--- src/hw/rtl/fnvlp_pkg.sv ---
// ----------------------------------------------------------------------------
// fnvlp_pkg
// Shared types and constants of the FNV-1a linear-probing hash table.
// ----------------------------------------------------------------------------
package fnvlp_pkg;

    localparam int unsigned CAPACITY_DEFAULT  = 1024;
    localparam int unsigned KEY_BYTES_DEFAULT = 8;

    localparam logic [63:0] HASH_BASIS = 64'hcbf29ce484222325;
    localparam logic [63:0] HASH_PRIME = 64'h00000100000001b3;

    localparam logic OP_INSERT = 1'b0;
    localparam logic OP_FIND   = 1'b1;

    // Classified request handed from the hashing front end to the prober
    typedef struct packed {
        logic        op;
        logic [63:0] key;
        logic [3:0]  key_len;
        logic [31:0] value;
        logic [63:0] hash;
    } fnvlp_req_t;

    typedef enum logic [2:0] {
        ST_IDLE,
        ST_READ,
        ST_WAIT,
        ST_CHECK,
        ST_WRITE,
        ST_CLEAR,
        ST_DONE
    } probe_state_t;

    typedef enum logic [1:0] {
        HS_IDLE,
        HS_MUL,
        HS_OUT
    } hash_state_t;

endpackage

--- src/hw/rtl/fnvlp_queue.sv ---
// ----------------------------------------------------------------------------
// fnvlp_queue
// Two-entry queue decoupling the hash front end from the prober.
// ----------------------------------------------------------------------------
module fnvlp_queue (
    input  logic                  aclk,
    input  logic                  aresetn,
    input  logic                  in_valid,
    output logic                  in_ready,
    input  fnvlp_pkg::fnvlp_req_t in_req,
    output logic                  out_valid,
    input  logic                  out_ready,
    output fnvlp_pkg::fnvlp_req_t out_req
);

    fnvlp_pkg::fnvlp_req_t data_reg [2];
    logic       wr_ptr_reg, rd_ptr_reg;
    logic [1:0] cnt_reg;
    logic       push, pop;

    assign in_ready  = (cnt_reg != 2'd2);
    assign out_valid = (cnt_reg != 2'd0);
    assign out_req   = data_reg[rd_ptr_reg];
    assign push      = in_valid && in_ready;
    assign pop       = out_valid && out_ready;

    // Advance pointers and count
    always_ff @(posedge aclk) begin
        if (!aresetn) begin
            wr_ptr_reg <= 1'b0;
            rd_ptr_reg <= 1'b0;
            cnt_reg    <= '0;
        end else begin
            if (push) wr_ptr_reg <= ~wr_ptr_reg;
            if (pop)  rd_ptr_reg <= ~rd_ptr_reg;
            cnt_reg <= cnt_reg + {1'b0, push} - {1'b0, pop};
        end
        if (push) begin
            data_reg[wr_ptr_reg] <= in_req;
        end
    end

endmodule

--- config.mk ---
export PLATFORM = sky130hd
export DESIGN_NAME = fnvlp_queue
export DESIGN_NICKNAME = d
export VERILOG_FILES = /design/src/hw/rtl/fnvlp_pkg.sv /design/src/hw/rtl/fnvlp_queue.sv
export SDC_FILE = /design/constraint.sdc
export NUM_CORES = 1
export LEC_CHECK = 0
export ABC_AREA = 1
export BUFFER_PORTS_ARGS = -buffer_cell sky130_fd_sc_hd__buf_2
export CAP_MARGIN = 40
export CELL_PAD_IN_SITES_DETAIL_PLACEMENT = 1
export CELL_PAD_IN_SITES_GLOBAL_PLACEMENT = 2
export CORE_MARGIN = 1.5
export CORE_UTILIZATION = 41
export DETAILED_ROUTE_END_ITERATION = 7
export PLACE_DENSITY_LB_ADDON = 0.1
export SLEW_MARGIN = 20
export SYNTH_ARGS = -nofsm -noshare
export SYNTH_HDL_FRONTEND = slang
export SYNTH_SLANG_ARGS = --single-unit
--- constraint.sdc ---
create_clock -name aclk -period 24.2 [get_ports aclk]
set_input_delay 2.42 -clock aclk [delete_from_list [all_inputs] [get_ports aclk]]
set_output_delay 2.42 -clock aclk [all_outputs]
set_load 0.05 [all_outputs]
==> results of run 1 <==
[path summary, 6_finish.rpt]
kind | startpoint | endpoint | slack [ns] | cells after the start
setup / recovery | register | out_req[158] | 19.16 | 4
hold / removal | rd_ptr_reg | register | 0.52 | 2
setup reg to reg | cnt_reg[0] | data_reg[1][0] | 21.66 | 7
hold reg to reg | rd_ptr_reg | register | 0.52 | 2
[where the power goes]
part | internal (uW) | switching [uW]
combinational | 166 | 450
clock | 279 | 209
sequential | 734 | 24.0
total | 1180 | 683
[kinds of logic (layout without fill, tap and decap cells)]
| kind of cell | after synthesis | after routing |
|---|---|---|
| buffers and inverters | 25 | 414 |
| multiplexers | 165 | 165 |
| adder cells (fa/ha/maj) | 2 | 2 |
| other | 0 | 6 |
| AND/OR/NAND/NOR | 20 | 20 |
| AO/OA/AOI/OAI | 2 | 2 |
| flip-flops | 335 | 335 |
[layout by cell type, fill, tap and decap left out, drive strengths merged]
cell and count:
a21oi 2, buf 346, clkbuf 44, clkinv 15, dfxtp 5, diode 6, edfxtp 330, ha 2
inv 9, mux2 165, nand2 9, nand3 3, nor2 8
[cell type report]
type	count	area share, %
antenna	6	0.09726
sequential	335	64.86
clock inverter	17	0.5592
inverter	7	0.2026
clock buffer	44	6.168
multi-input combinational	189	12.82
timing repair buffer	346	12.17
tap	384	3.112
[through the flow]
step / cell area [um2] / total power (uW) / cells / utilization [%] / hold slack, ns
after floorplan: 12200 / 1263 / 549 / - / 0.4675
after global placement: 14220 / 1370 / 1255 / 49.01 / 0.4849
after detailed placement: 14300 / 1388 / 1258 / 49.29 / 0.5051
after CTS: 15340 / 1885 / 1319 / 52.87 / 0.5216
after global routing: 15430 / 1937 / 1326 / 53.19 / 0.5917
final: 15440 / 1861 / 1328 / 53.21 / 0.5192
[critical path, stage by stage, from the launching register on]
cell and delay, ns:
dfxtp_4 0.62, buf_4 0.53, buf_16 0.32, mux2_2 0.39
buf_2 0.21
[metal layers]
metal	vias up	global-route usage [%]	share of wire [%]
met4	6	6.375	2.4
met2	219	30.75	52
li1	2926	-	-
met1	3093	18.89	36
met3	52	6.472	8.9
met5	-	0	0.15
==> results.tsv, run 1 <==
metric	value	unit
status	finished clean	
fp.dieH	175.5	um
synth_nets	720	
synth.most_common_cell	edfxtp_1	
grt_max_degree	65	
root_buffer	clkbuf_16	
yosysSeqAreaShare	82.02	%
synth_area	12200	um2
synthFlopType	edfxtp_1	
clk_path_buf_depth	3	
vias	6296	
area_growth	26.49	%
num-fill-cells	2744	
largest_register_ffs	330	
cp_max_fo	51	
ir_drop	0.06472	mV
dp_slack	19.42	ns
row_count	62	
cts_hold_buf	0	
dp_hpwl	18030	um
synth-xor-area-share	0	%
cts.htree.levels	2	
relSlewSlack	61.33	%
fin_nets	1087	
cts_resized	0	
endpoint_kind	primary output	
drt_drc_violations_left	0	
skew	0.02289	ns
synthTopCellsByArea	edfxtp_1 81%, mux2_2 15%, buf_6 1.6%	
min-delay-path-class	reg -> reg	
arrival	2.62	ns
synth_cell_types	11	
synth_edf_count	330	
fin_crit_sh	20.83	%
track_usage	17.34	%
gp_congestion	0.7498	
power_density	120.6	nW/um2
cts_tree	yes	
grt_pass1_vias	7135	
numCtsBuffers	37	
dr.pass1.iters	4	
multiInputGateArea	1979	um2
core_area	29010	um2
setup_tns	0	ns
syn_inst	549	
synthSimpleGateAreaFrac	0.6459	%
worst_pin_slew	0.5801	ns
start_util	42.06	%
ys_warn_count	0	
hold_violations	0	
crit_path_start_kind	register	
synth_area_leader_cell	edfxtp_1	
io_buffers	335	
post_cts_buffers	0	
cp.required	21.78	ns
ys_ff_latch	335	
io_pins	336	
synth_top_family_by_area	multiplexers	
slew_viol_final	0	
synth-compound-area-share	0.08202	%
async_flop_share	0	%
fin_crit	5.041	ns
synthAdderAreaFrac	0.2050	%
wire_per_inst	19.98	um
die_w	175.5	um
power.leakage	0.005751	uW
vias_per_cell	4.741	
cts.sinks	335	
synth.avg_cell_area	22.23	um2
rsz0062_at_grt	no	
yosys-top-cells-count	330 x edfxtp_1, 165 x mux2_2, 17 x buf_6	
critPathKind	reg -> out	
drtIter0Drc	206	
synth.mux.area_fraction	15.22	%
yosysTopAreaCellShare	81.20	%
dieArea	30810	um2
cap_violations	0	
setup_viol	0	
fin_ws	19.16	ns
timing.fmax	0.1984	GHz
clkLatencyLatePin	0.52	ns
drive_above_1_share	59.70	%
grt_pass1_wl	40520	um
routed_wl	26530	um
regArea	10010	um2
gr-total-overflow	0	
clk_pin_slew	0.06	ns
drtAntennaViolNets	0	
antenna_found_initial	12	
No activity file was read; power rests on OpenSTA's default activity.
==> run 2: changes to the inputs <==
--- a/config.mk
+++ b/config.mk
@@ -5,13 +5,13 @@
 export SDC_FILE = /design/constraint.sdc
 export NUM_CORES = 1
 export LEC_CHECK = 0
-export ABC_AREA = 1
+export ABC_AREA = 0
 export BUFFER_PORTS_ARGS = -buffer_cell sky130_fd_sc_hd__buf_2
 export CAP_MARGIN = 40
 export CELL_PAD_IN_SITES_DETAIL_PLACEMENT = 1
 export CELL_PAD_IN_SITES_GLOBAL_PLACEMENT = 2
 export CORE_MARGIN = 1.5
-export CORE_UTILIZATION = 41
+export CORE_UTILIZATION = 38
 export DETAILED_ROUTE_END_ITERATION = 7
 export PLACE_DENSITY_LB_ADDON = 0.1
 export SLEW_MARGIN = 20
==> constraint.sdc (replaced) <==
create_clock -name aclk -period 5.14 [get_ports aclk]
set_input_delay 0.514 -clock aclk [delete_from_list [all_inputs] [get_ports aclk]]
set_output_delay 0.514 -clock aclk [all_outputs]
set_load 0.05 [all_outputs]
==> results.tsv, run 2 <==
metric	value	unit	change
grt_pass1_wl	40710	um	+0.48%
gp_congestion	0.7624		+1.7%
start_util	38.66	%	-3.4 points
clk_pin_slew	0.06	ns	about the same
relSlewSlack	52.66	%	-8.7 points
drive_above_1_share	60.52	%	+0.82 points
status	finished clean		
yosysTopAreaCellShare	81.24	%	about the same
worst_pin_slew	0.7102	ns	+0.1301 ns
grt_max_degree	96		+48%
rsz0062_at_grt	no		
row_count	65		+4.8%
dp_hpwl	18750	um	+4.0%
drt_drc_violations_left	0		unchanged
async_flop_share	0	%	unchanged
power_density	578.0	nW/um2	+380%
numCtsBuffers	38		+2.7%
gr-total-overflow	0		unchanged
layout_common_cells	335 x buf_2, 330 x edfxtp_1, 165 x mux2_2		
arrival	2.49	ns	-0.13 ns
core_area	31560	um2	+8.8%
fp.dieH	182.2	um	+3.8%
fin_crit	3.003	ns	
synth.most_common_cell	edfxtp_1		
num-fill-cells	3030		+10%
global_route.peak_usage_layer	met2		
die_w	182.2	um	+3.8%
cts_tree	yes		
clkLatencyLatePin	0.51	ns	about the same
area_growth	26.84	%	
synthTopCellsByArea	edfxtp_1 81%, mux2_2 15%, buf_6 1.6%		
cts.sinks	335		unchanged
routed_wl	27160	um	+2.4%
dieArea	33180	um2	+7.7%
hold_violations	0		unchanged
io_pins	336		unchanged
synth_area_leader_cell	edfxtp_1		
drtIter0Drc	286		+39%
setup_tns	0	ns	unchanged
post_cts_buffers	0		unchanged
placed_cell_area	14310	um2	about the same
min-delay-path-class	in -> reg		
io_buffers	335		unchanged
final_util	49.03	%	-4.2 points
cap_violations	0		unchanged
yosysSeqAreaShare	82.06	%	about the same
synth_area	12200	um2	about the same
syn_inst	537		-2.2%
grtUsageMet2	28.70	%	-2.0 points
track_usage	16.25	%	-1.1 points
fin_nets	1072		-1.4%
synth_nets	708		-1.7%
wire_per_inst	20.34	um	+1.8%
cp.required	4.63	ns	-17.15 ns
final_common_cell	buf_2		
skew	0.008360	ns	-0.01453 ns
vias	6285		-0.17%
fin_crit_sh	58.42	%	
largest_register_ffs	330		unchanged
design_area	15470	um2	+0.23%
cts.htree.levels	2		unchanged
crit_path_start_kind	register		
clk_path_buf_depth	3		unchanged
met1_usage	18.58	%	-0.32 points
dr.pass1.iters	4		unchanged
ys_ff_latch	335		unchanged
setup_viol	0		unchanged
cp_max_fo	44		-14%
synth_cell_types	17		+6
synth.avg_cell_area	22.71	um2	+2.2%
yosys-top-cells-count	330 x edfxtp_1, 165 x mux2_2, 17 x buf_6		
endpoint_kind	primary output		
root_buffer	clkbuf_16		
cts_resized	0		unchanged
critPathKind	reg -> out		
ys_warn_count	0		unchanged
cts_hold_buf	0		unchanged
ir_drop	0.3626	mV	+460%
grt_use_met3	5.388	%	-1.1 points
timing.fmax	0.3330	GHz	
synth_edf_count	330		unchanged
slew_viol_final	0		unchanged
antenna_found_initial	5		-7
grt_pass1_vias	6983		-2.1%
drtAntennaViolNets	0		unchanged
vias_per_cell	4.708		-0.70%
power.leakage	0.005722	uW	-0.51%
synthFlopType	edfxtp_1		
[run 2: cell count changes in the layout (fill, tap and decap cells not counted), moves of 3 or more]
cell     delta
nor2_1      -7
nand3_1     -3
buf_12      +3
nand2_1     -7
inv_1       -5
xnor2_1     +3
buf_16      -5
[run 2: final cells by class]
cell class                 count  area [um2]  share of cell area (%)
clock buffer                  47        1006                   6.502
antenna                        6       15.01                 0.09704
inverter                       1       3.754                 0.02426
clock inverter                19       143.9                  0.9300
multi-input combinational    183        2001                   12.93
timing repair buffer         342        1787                   11.55
sequential                   335       10010                   64.72
tap                          402       503.0                   3.251
[run 2: stage by stage]
step           total power [uW]  setup WS (ns)  hold WS (ns)  instances
2_1_floorplan              5911          1.199        0.4880        537
3_5_place_dp               6552          2.612        0.5341       1263
5_1_grt                    9304          1.960        0.1680       1330
6_report                   8943          2.137        0.1904       1335
3_3_place_gp               6480          2.551        0.5071       1262
4_1_cts                    9065          2.065        0.1665       1329
[run 2: kinds of logic (layout without fill, tap and decap cells)]
logic type | after synthesis | after routing | synth area share [%]
AOI/OAI and AO/OA | 1 | 1 | 0.06157
and+or+nand+nor | 11 | 11 | 0.5026
xor gates and xnor gates | 3 | 3 | 0.2154
buffers and inverters | 19 | 409 | 1.641
adders and majority gates | 2 | 2 | 0.2051
DFF | 335 | 335 | 82.06
other | 0 | 6 | 0
muxes | 166 | 166 | 15.31
[run 2: layer usage]
layer  wire, um  vias to the layer above
li1           -                     2880
met5         10                        -
met2      14020                      234
met4        717                        2
met3       2265                       52
met1      10140                     3117
[run 2: worst max-delay path, stage by stage, from the launching register on]
cell and delay (ns):
dfxtp_4 0.74, buf_4 0.56, mux2_2 0.41, buf_2 0.21
[run 2: final timing paths]
check	from	slack (ns)	to	cells after the start
max	register	2.14	out_req[139]	3
min	in_req[114]	0.19	data_reg[1][114]	1
max reg2reg	cnt_reg[0]	2.83	data_reg[0][128]	5
min reg2reg	wr_ptr_reg	0.55	wr_ptr_reg	2
[run 2: power breakdown]
group          internal (uW)  switching [uW]
Clock                   1480            1010
Sequential              3430             133
Combinational            779            2110
