### config.mk
export PLATFORM = sky130hd
export DESIGN_NAME = fnvlp_front
export DESIGN_NICKNAME = d
export VERILOG_FILES = /design/src/hw/rtl/fnvlp_pkg.sv /design/src/hw/rtl/fnvlp_front.sv
export SDC_FILE = /design/constraint.sdc
export NUM_CORES = 1
export LEC_CHECK = 0
export ABC_AREA = 1
export BUFFER_PORTS_ARGS = -buffer_cell sky130_fd_sc_hd__buf_2
export CORE_ASPECT_RATIO = 1.4
export CORE_MARGIN = 3
export CORE_UTILIZATION = 25
export CTS_CLUSTER_DIAMETER = 50
export DETAILED_ROUTE_END_ITERATION = 8
export SYNTH_ARGS = -nofsm -noshare
export SYNTH_HDL_FRONTEND = slang
export SYNTH_SLANG_ARGS = --single-unit
### constraint.sdc
create_clock -name aclk -period 6.64 [get_ports aclk]
set_clock_uncertainty 0.1 [all_clocks]
set_input_delay 1.328 -clock aclk [delete_from_list [all_inputs] [get_ports aclk]]
set_output_delay 1.328 -clock aclk [all_outputs]
set_load 0.02 [all_outputs]
### src/hw/rtl/fnvlp_pkg.sv
// ----------------------------------------------------------------------------
// fnvlp_pkg
// Shared types and constants of the FNV-1a linear-probing hash table.
// ----------------------------------------------------------------------------
package fnvlp_pkg;

    localparam int unsigned CAPACITY_DEFAULT  = 1024;
    localparam int unsigned KEY_BYTES_DEFAULT = 8;

    localparam logic [63:0] HASH_BASIS = 64'hcbf29ce484222325;
    localparam logic [63:0] HASH_PRIME = 64'h00000100000001b3;

    localparam logic OP_INSERT = 1'b0;
    localparam logic OP_FIND   = 1'b1;

    // Classified request handed from the hashing front end to the prober
    typedef struct packed {
        logic        op;
        logic [63:0] key;
        logic [3:0]  key_len;
        logic [31:0] value;
        logic [63:0] hash;
    } fnvlp_req_t;

    typedef enum logic [2:0] {
        ST_IDLE,
        ST_READ,
        ST_WAIT,
        ST_CHECK,
        ST_WRITE,
        ST_CLEAR,
        ST_DONE
    } probe_state_t;

    typedef enum logic [1:0] {
        HS_IDLE,
        HS_MUL,
        HS_OUT
    } hash_state_t;

endpackage

### src/hw/rtl/fnvlp_front.sv
// ----------------------------------------------------------------------------
// fnvlp_front
// Request front end: masks the key, computes FNV-1a one byte at a time, with
// the 64x41 multiply split into two registered steps on the 32-bit halves.
// ----------------------------------------------------------------------------
module fnvlp_front #(
    parameter int unsigned KEY_BYTES = fnvlp_pkg::KEY_BYTES_DEFAULT
) (
    input  logic                   aclk,
    input  logic                   aresetn,
    input  logic                   in_valid,
    output logic                   in_ready,
    input  logic                   in_op,
    input  logic [63:0]            in_key,
    input  logic [3:0]             in_key_len,
    input  logic [31:0]            in_value,
    output logic                   out_valid,
    input  logic                   out_ready,
    output fnvlp_pkg::fnvlp_req_t  out_req
);

    localparam logic [3:0] KB = 4'(KEY_BYTES);

    fnvlp_pkg::hash_state_t state_reg, state_next;
    fnvlp_pkg::fnvlp_req_t  req_reg, req_next;
    logic [3:0]  idx_reg, idx_next;
    logic [63:0] x_reg, x_next;
    logic        ph_reg, ph_next;
    logic [63:0] acc_reg, acc_next;

    logic [3:0]  len_sat;
    logic [63:0] key_mask;
    logic [63:0] x_cur;
    logic [63:0] pp;

    always_comb begin
        len_sat  = (in_key_len > KB) ? KB : in_key_len;
        key_mask = (len_sat >= 4'd8) ? '1 : ((64'd1 << {len_sat[2:0], 3'b000}) - 64'd1);
        x_cur    = req_reg.hash ^ {56'd0, req_reg.key[{idx_reg[2:0], 3'b000} +: 8]};
    end

    // hash*prime = (h << 40) + lo*0x1b3 + (hi*0x1b3 << 32); high part in step two
    always_comb begin
        pp = (64'(x_reg[63:32]) * 64'h1b3) << 32;
    end

    always_ff @(posedge aclk) begin
        if (!aresetn) begin
            state_reg <= fnvlp_pkg::HS_IDLE;
        end else begin
            state_reg <= state_next;
        end
        req_reg <= req_next;
        idx_reg <= idx_next;
        x_reg   <= x_next;
        ph_reg  <= ph_next;
        acc_reg <= acc_next;
    end

    // Sequence: accept, fold one byte per two multiply steps, hand over
    always_comb begin
        state_next = state_reg;
        req_next   = req_reg;
        idx_next   = idx_reg;
        x_next     = x_reg;
        ph_next    = ph_reg;
        acc_next   = acc_reg;
        in_ready   = 1'b0;
        out_valid  = 1'b0;
        out_req    = req_reg;
        unique case (state_reg)
            fnvlp_pkg::HS_IDLE: begin
                in_ready = 1'b1;
                if (in_valid) begin
                    req_next.op      = in_op;
                    req_next.key     = in_key & key_mask;
                    req_next.key_len = len_sat;
                    req_next.value   = in_value;
                    req_next.hash    = fnvlp_pkg::HASH_BASIS;
                    idx_next         = '0;
                    ph_next          = 1'b0;
                    state_next       = fnvlp_pkg::HS_MUL;
                end
            end
            fnvlp_pkg::HS_MUL: begin
                if (idx_reg >= req_reg.key_len) begin
                    if (req_reg.hash == 64'd0) begin
                        req_next.hash = 64'd1;
                    end
                    state_next = fnvlp_pkg::HS_OUT;
                end else if (!ph_reg) begin
                    x_next   = x_cur;
                    ph_next  = 1'b1;
                    acc_next = (x_cur << 40) + (64'(x_cur[31:0]) * 64'h1b3);
                end else begin
                    ph_next       = 1'b0;
                    idx_next      = idx_reg + 4'd1;
                    req_next.hash = acc_reg + pp;
                end
            end
            fnvlp_pkg::HS_OUT: begin
                out_valid = 1'b1;
                if (out_ready) begin
                    state_next = fnvlp_pkg::HS_IDLE;
                end
            end
            default: state_next = fnvlp_pkg::HS_IDLE;
        endcase
    end

endmodule

==> impl_metrics.env, run 1 <==
export IMPL_outcome="complete, no violations"
export IMPL_max_cap_viol_count=0
export IMPL_synth_cell_type_count=52
export IMPL_synth_yosys_warnings=0
export IMPL_clock_path_buffers=3
export IMPL_finalCriticalPeriod_ns=6.23
export IMPL_finalCritPeriodShare=0.938
export IMPL_required_ns=6.87
export IMPL_ctsHtreeMaxLevel=2
export IMPL_cts_tree="built"
export IMPL_die_area_sq_mm=0.103
export IMPL_routed_wl_um=83900
export IMPL_viasPerCell=4.42
export IMPL_fin_tns_setup_ns=0
export IMPL_start_util=0.252
export IMPL_synth_edf_count=266
export IMPL_rows=136
export IMPL_dr_pass1_iters=5
export IMPL_avgSynthCellArea_sq_um=8.94
export IMPL_cp_arrival_ns=6.46
export IMPL_syn_to_final_growth_pct=15.5
export IMPL_syn_nets=3335
export IMPL_startpoint="idx_reg[0]$_SDFFCE_PP0P_"
export IMPL_endpoint="acc_reg[62]$_DFFE_PP_"
export IMPL_reg2reg_from="idx_reg[0]$_SDFFCE_PP0P_"
export IMPL_cp_end_kind="flip-flop"
export IMPL_path_clk_slew_ns=0.07
export IMPL_cp_slowest_cell="fa_1"
export IMPL_synth_area_sq_mm=0.0248
export IMPL_antenna_found_initial=1
export IMPL_whs_path_depth=0
export IMPL_hold_class="reg -> reg"
export IMPL_drive_gt1_frac=0.129
export IMPL_port_buffers=271
export IMPL_rsz0062_at_grt="false"
export IMPL_r2r_end="acc_reg[62]$_DFFE_PP_"
export IMPL_grtUsageTotal=0.161
export IMPL_crit_type="reg -> reg"
export IMPL_overflow=0
export IMPL_worst_slew_pin_slew_ns=0.961
export IMPL_finalSetupViolCount=0
export IMPL_path_common_cell="nand2_1"
export IMPL_root_buffer="clkbuf_16"
export IMPL_rr_worst_depth=28
export IMPL_first_global_vias=20300
export IMPL_dp_final_hpwl_um=72000
export IMPL_wire_per_inst_um=19.3
export IMPL_gp_congestion=1.02
export IMPL_cp_max_fo=31
export IMPL_hold_viol_final=0
export IMPL_synthCells=2771
export IMPL_grt_pass1_wl_um=124000
export IMPL_yosys_top_cells_area="edfxtp_1, fa_1, ha_1"
export IMPL_largest_reg_flops=165
export IMPL_yosys_area_top_type_share=0.323
export IMPL_fillers=10500
export IMPL_core_area_sq_mm=0.0982
export IMPL_relSlewSlack=0.355
export IMPL_synth_top_area_cell="edfxtp_1"
export IMPL_nNetsFinal=3581
export IMPL_grt_max_degree=72
export IMPL_rrSetupSlack_ns=0.41
export IMPL_vias=19300
export IMPL_slew_viol_final=0
export IMPL_clock_latency_ns=0.58
export IMPL_cts_sinks=268
export IMPL_synthArstFlopShare=0
export IMPL_die_y_um=378
export IMPL_seq_area_frac_synth=0.324
export IMPL_crit_path_start_kind="flip-flop"
export IMPL_ant_nets=0
export IMPL_cts_buffers=37
export IMPL_ys_ff_latch=268
export IMPL_die_w_um=272
export IMPL_ioPinCount=272
export IMPL_drtIter0Drc=1120
export IMPL_synthFlopType="edfxtp_1"
export IMPL_critPathMaxStageDelay_ns=0.55
export IMPL_drc_errors=0
export IMPL_fmax_mhz=161
[layout by cell type, fill, tap and decap left out, drive strengths merged, types with 9 or more instances in the layout]
cell | synthesis | layout
nand2 | 436 | 436
xor2 | 76 | 76
o21ai | 110 | 110
a21oi | 143 | 143
clkinv | 0 | 12
a31oi | 9 | 9
nor3 | 21 | 21
buf | 65 | 287
fa | 199 | 199
o21bai | 14 | 14
nor4 | 21 | 21
nand3 | 94 | 94
edfxtp | 266 | 266
xnor2 | 38 | 38
inv | 648 | 656
nand4 | 24 | 24
clkbuf | 15 | 46
ha | 260 | 260
nor2 | 266 | 266
a21o | 16 | 16
[logic make-up after synthesis]
group | after synthesis | share of synthesized area
buffers and inverters | 728 | 0.120
adder cells (fa/ha/maj) | 459 | 0.292
XOR/XNOR | 114 | 0.0412
AO/OA/AOI/OAI | 329 | 0.0743
AND/OR/NAND/NOR | 873 | 0.148
flip-flops | 268 | 0.324
[cell type report]
class,count,area [sq um],share of cell area
Multi-Input combinational cell,1775,13800,0.482
Clock inverter,21,250,0.00875
Clock buffer,46,980,0.0343
Tap cell,1311,1640,0.0573
Antenna cell,2,5.00,0.000175
Sequential cell,268,8030,0.281
Timing Repair Buffer,287,1490,0.0521
Inverter,648,2440,0.0852
[metrics by stage]
step	setup WS (ns)	utilization	hold WS [ns]	cells	cell area (sq um)
global route	0.0154	0.291	0.380	4357	28600
CTS	0.393	0.291	0.374	4356	28600
finish	0.413	0.291	0.370	4358	28600
global placement	0.447	0.279	0.365	4289	27400
detailed placement	0.444	0.279	0.366	4289	27400
floorplan	0.404	-	0.352	2771	24800
[how the worst min path moves through the flow]
stage                         startpoint                   to
4_1_cts        out_req[32]$_SDFFCE_PP0P_  x_reg[32]$_DFFE_PP_
6_report       out_req[32]$_SDFFCE_PP0P_  x_reg[32]$_DFFE_PP_
3_3_place_gp   out_req[60]$_SDFFCE_PP0P_  x_reg[60]$_DFFE_PP_
2_1_floorplan  out_req[33]$_SDFFCE_PP0P_  x_reg[33]$_DFFE_PP_
3_5_place_dp   out_req[53]$_SDFFCE_PP1P_  x_reg[53]$_DFFE_PP_
5_1_grt        out_req[32]$_SDFFCE_PP0P_  x_reg[32]$_DFFE_PP_
[metal layers]
metal | track usage | vias to the layer above | wire length (um) | part of all wire
met3 | 0.0217 | 187 | 3840 | 0.046
met1 | 0.174 | 9260 | 31000 | 0.37
li1 | - | 9268 | - | -
met2 | 0.300 | 566 | 43900 | 0.52
met4 | 0.0896 | 0 | 5200 | 0.062
met5 | 0 | - | 0 | 0
[cells in the mapped netlist, types with 2 or more instances]
cell type,number
buf_4,56
o21bai_1,13
a21boi_1,2
nand2_4,3
inv_2,8
edfxtp_1,266
a21boi_0,6
a21oi_2,2
fa_1,199
xor2_1,76
nor3_1,20
a21oi_1,141
a21o_1,16
nand4_1,24
nor2_1,262
nand3b_1,2
xnor2_2,3
nor2_2,4
inv_1,639
nand2_1,426
buf_6,2
o221ai_1,7
o21ai_0,98
buf_2,6
or2_2,5
nand2_2,7
a31oi_1,9
o211ai_1,4
o22ai_1,7
o21a_1,7
ha_1,260
nor4_1,20
o21ai_1,12
clkbuf_1,14
dfxtp_1,2
nand3_1,88
xnor2_1,35
nand3_2,6
[critical path, delay by kind of cell, from the launching register on]
family | cells | cell delay [ns]
flops | 1 | 0.48
xor+xnor | 1 | 0.23
simple gates | 11 | 1.17
compound gates | 4 | 0.75
fa+ha+maj | 6 | 2.50
buf+inv | 6 | 0.70
[repair_timing]
item	in CTS	in global routing
endpoints found under the setup margin	0	1
hold buffers	0	0
buffers inserted	0	0
resized for setup	0	1
Power of run 1 is left out: the tool's default activity adds up to more than one toggle a clock period on the data nets, which glitch-free logic cannot reach.
==> run 2: changes to the inputs <==
- PLACE_DENSITY: unset -> 0.5
==> run 2 against run 1 <==
Core utilization increased by 0.46 points. Worst hold slack improved by 0.0047 ns. Register-to-register slack got worse by 0.05 ns. Global-route usage about the same. Wire length decreased by 1.4%. Cell area increased by 1.6%. Setup slack got worse by 0.055 ns.
==> impl_metrics.env, run 2 (same netlist as run 1, synthesis figures left out) <==
export IMPL_outcome="complete, no violations"
export IMPL_multiInputGateArea_sq_mm=0.0138
export IMPL_cp_end_kind="flip-flop"
export IMPL_whs_path_depth=0
export IMPL_rows=136
export IMPL_finalCriticalPeriod_ns=6.28
export IMPL_die_area_sq_mm=0.103
export IMPL_cts_sinks=268
export IMPL_drive_gt1_frac=0.136
export IMPL_hold_viol_final=0
export IMPL_ctsHtreeMaxLevel=2
export IMPL_largest_reg_flops=165
export IMPL_required_ns=6.87
export IMPL_dp_final_hpwl_um=70400
export IMPL_cts_tree="built"
export IMPL_first_global_vias=20600
export IMPL_regArea_sq_mm=0.00803
export IMPL_critPathMaxStageDelay_ns=0.52
export IMPL_min_to="x_reg[34]$_DFFE_PP_"
export IMPL_viasPerCell=4.35
export IMPL_start_util=0.252
export IMPL_antennaDiodeCount=0
export IMPL_gp_congestion=0.978
export IMPL_final_cell_mix="inv_1, nand2_1, buf_2"
export IMPL_clock_path_buffers=3
export IMPL_grt_max_degree=97
export IMPL_ctsHoldBuffers=0
export IMPL_stdcell_count=4382
export IMPL_dpl_cell_count=4295
export IMPL_reg2reg_from="x_reg[34]$_DFFE_PP_"
export IMPL_die_w_um=272
export IMPL_crit_type="reg -> reg"
export IMPL_die_y_um=378
export IMPL_final_util=0.296
export IMPL_drtIter0Drc=953
export IMPL_rrSetupSlack_ns=0.36
export IMPL_max_cap_viol_count=0
export IMPL_hold_class="reg -> reg"
export IMPL_dpl_worst_slack_ns=0.258
export IMPL_drc_errors=0
export IMPL_port_buffers=271
export IMPL_setup_ws_ns=0.358
export IMPL_cp_max_fo=5
export IMPL_worst_slew_pin_slew_ns=0.989
export IMPL_slew_viol_final=0
export IMPL_cts_buffers=48
export IMPL_final_common_cell="inv_1"
export IMPL_ant_nets=0
export IMPL_rsz0062_at_grt="false"
export IMPL_post_cts_repair_setup_buffers=0
export IMPL_relSlewSlack=0.340
export IMPL_path_common_cell="nand2_1"
export IMPL_clock_latency_ns=0.61
export IMPL_fillers=10500
export IMPL_min_from="out_req[34]$_SDFFCE_PP1P_"
export IMPL_root_buffer="clkbuf_16"
export IMPL_fin_tns_setup_ns=0
export IMPL_routed_wl_um=82700
export IMPL_fmax_mhz=159
export IMPL_cts_resized=0
export IMPL_finalCritPeriodShare=0.946
export IMPL_crit_path_start_kind="flip-flop"
export IMPL_antenna_found_initial=0
export IMPL_path_clk_slew_ns=0.05
export IMPL_syn_to_final_growth_pct=17.3
export IMPL_grtUsageTotal=0.160
export IMPL_nNetsFinal=3598
export IMPL_ioPinCount=272
export IMPL_wire_per_inst_um=18.9
export IMPL_r2r_end="out_req[55]$_SDFFCE_PP1P_"
export IMPL_core_area_sq_mm=0.0982
export IMPL_cp_slowest_cell="fa_1"
export IMPL_vias=19100
export IMPL_overflow=0
export IMPL_rr_worst_depth=29
export IMPL_dr_pass1_iters=5
export IMPL_finalSetupViolCount=0
export IMPL_grt_pass1_wl_um=123000
export IMPL_cp_arrival_ns=6.51
[run 2: cell types whose count changed in the layout (fill, tap and decap cells not counted), sizes merged]
| cell | before | now |
|---|---|---|
| inv | 656 | 659 |
| clkinv | 12 | 15 |
| clkbuf | 46 | 51 |
| diode | 2 | 0 |
| bufinv | 1 | 6 |
| clkinvlp | 0 | 4 |
| buf | 287 | 293 |
[run 2: final cells by class]
class | count | area share
multi-input combinational | 1775 | 0.474
sequential | 268 | 0.276
inverter | 648 | 0.0839
tap | 1311 | 0.0565
timing repair buffer | 293 | 0.0532
clock buffer | 51 | 0.0417
clock inverter | 36 | 0.0142
[run 2: worst max path at each step]
| stage | depth (start not counted) | slack (ns) | from | end |
|---|---|---|---|---|
| global route | 31 | 0.006 | x_reg[33]$_DFFE_PP_ | out_req[57]$_SDFFCE_PP1P_ |
| global placement | 25 | 0.33 | idx_reg[0]$_SDFFCE_PP0P_ | acc_reg[58]$_DFFE_PP_ |
| detailed placement | 25 | 0.26 | idx_reg[0]$_SDFFCE_PP0P_ | acc_reg[58]$_DFFE_PP_ |
| CTS | 25 | 0.28 | idx_reg[0]$_SDFFCE_PP0P_ | acc_reg[58]$_DFFE_PP_ |
| floorplan | 2 | 0.40 | in_valid | out_req[100]$_DFFE_PP_ |
| finish | 29 | 0.36 | x_reg[34]$_DFFE_PP_ | out_req[55]$_SDFFCE_PP1P_ |
[run 2: critical path, delay by kind of cell, from the launching register on]
kind | cells | cell delay, ns
AOI/OAI and AO/OA | 4 | 0.71
xor gates and xnor gates | 2 | 0.39
adders and majority gates | 6 | 2.33
buffers and inverters | 4 | 0.25
DFF | 1 | 0.46
and+or+nand+nor | 13 | 1.77
[run 2: stage by stage]
stage	area (sq um)	hold WS (ns)
floorplan	24800	0.352
global placement	27400	0.359
detailed placement	27400	0.361
CTS	29000	0.371
global route	29100	0.381
finish	29100	0.375
[run 2: per-layer routing]
metal	global-route usage	vias to the layer above	routed length [um]
met2	0.314	484	45200
met1	0.159	9085	28700
li1	-	9306	-
met3	0.0281	184	3650
met5	0	-	0
met4	0.0862	0	5120
Power of run 2 is left out for the same reason.
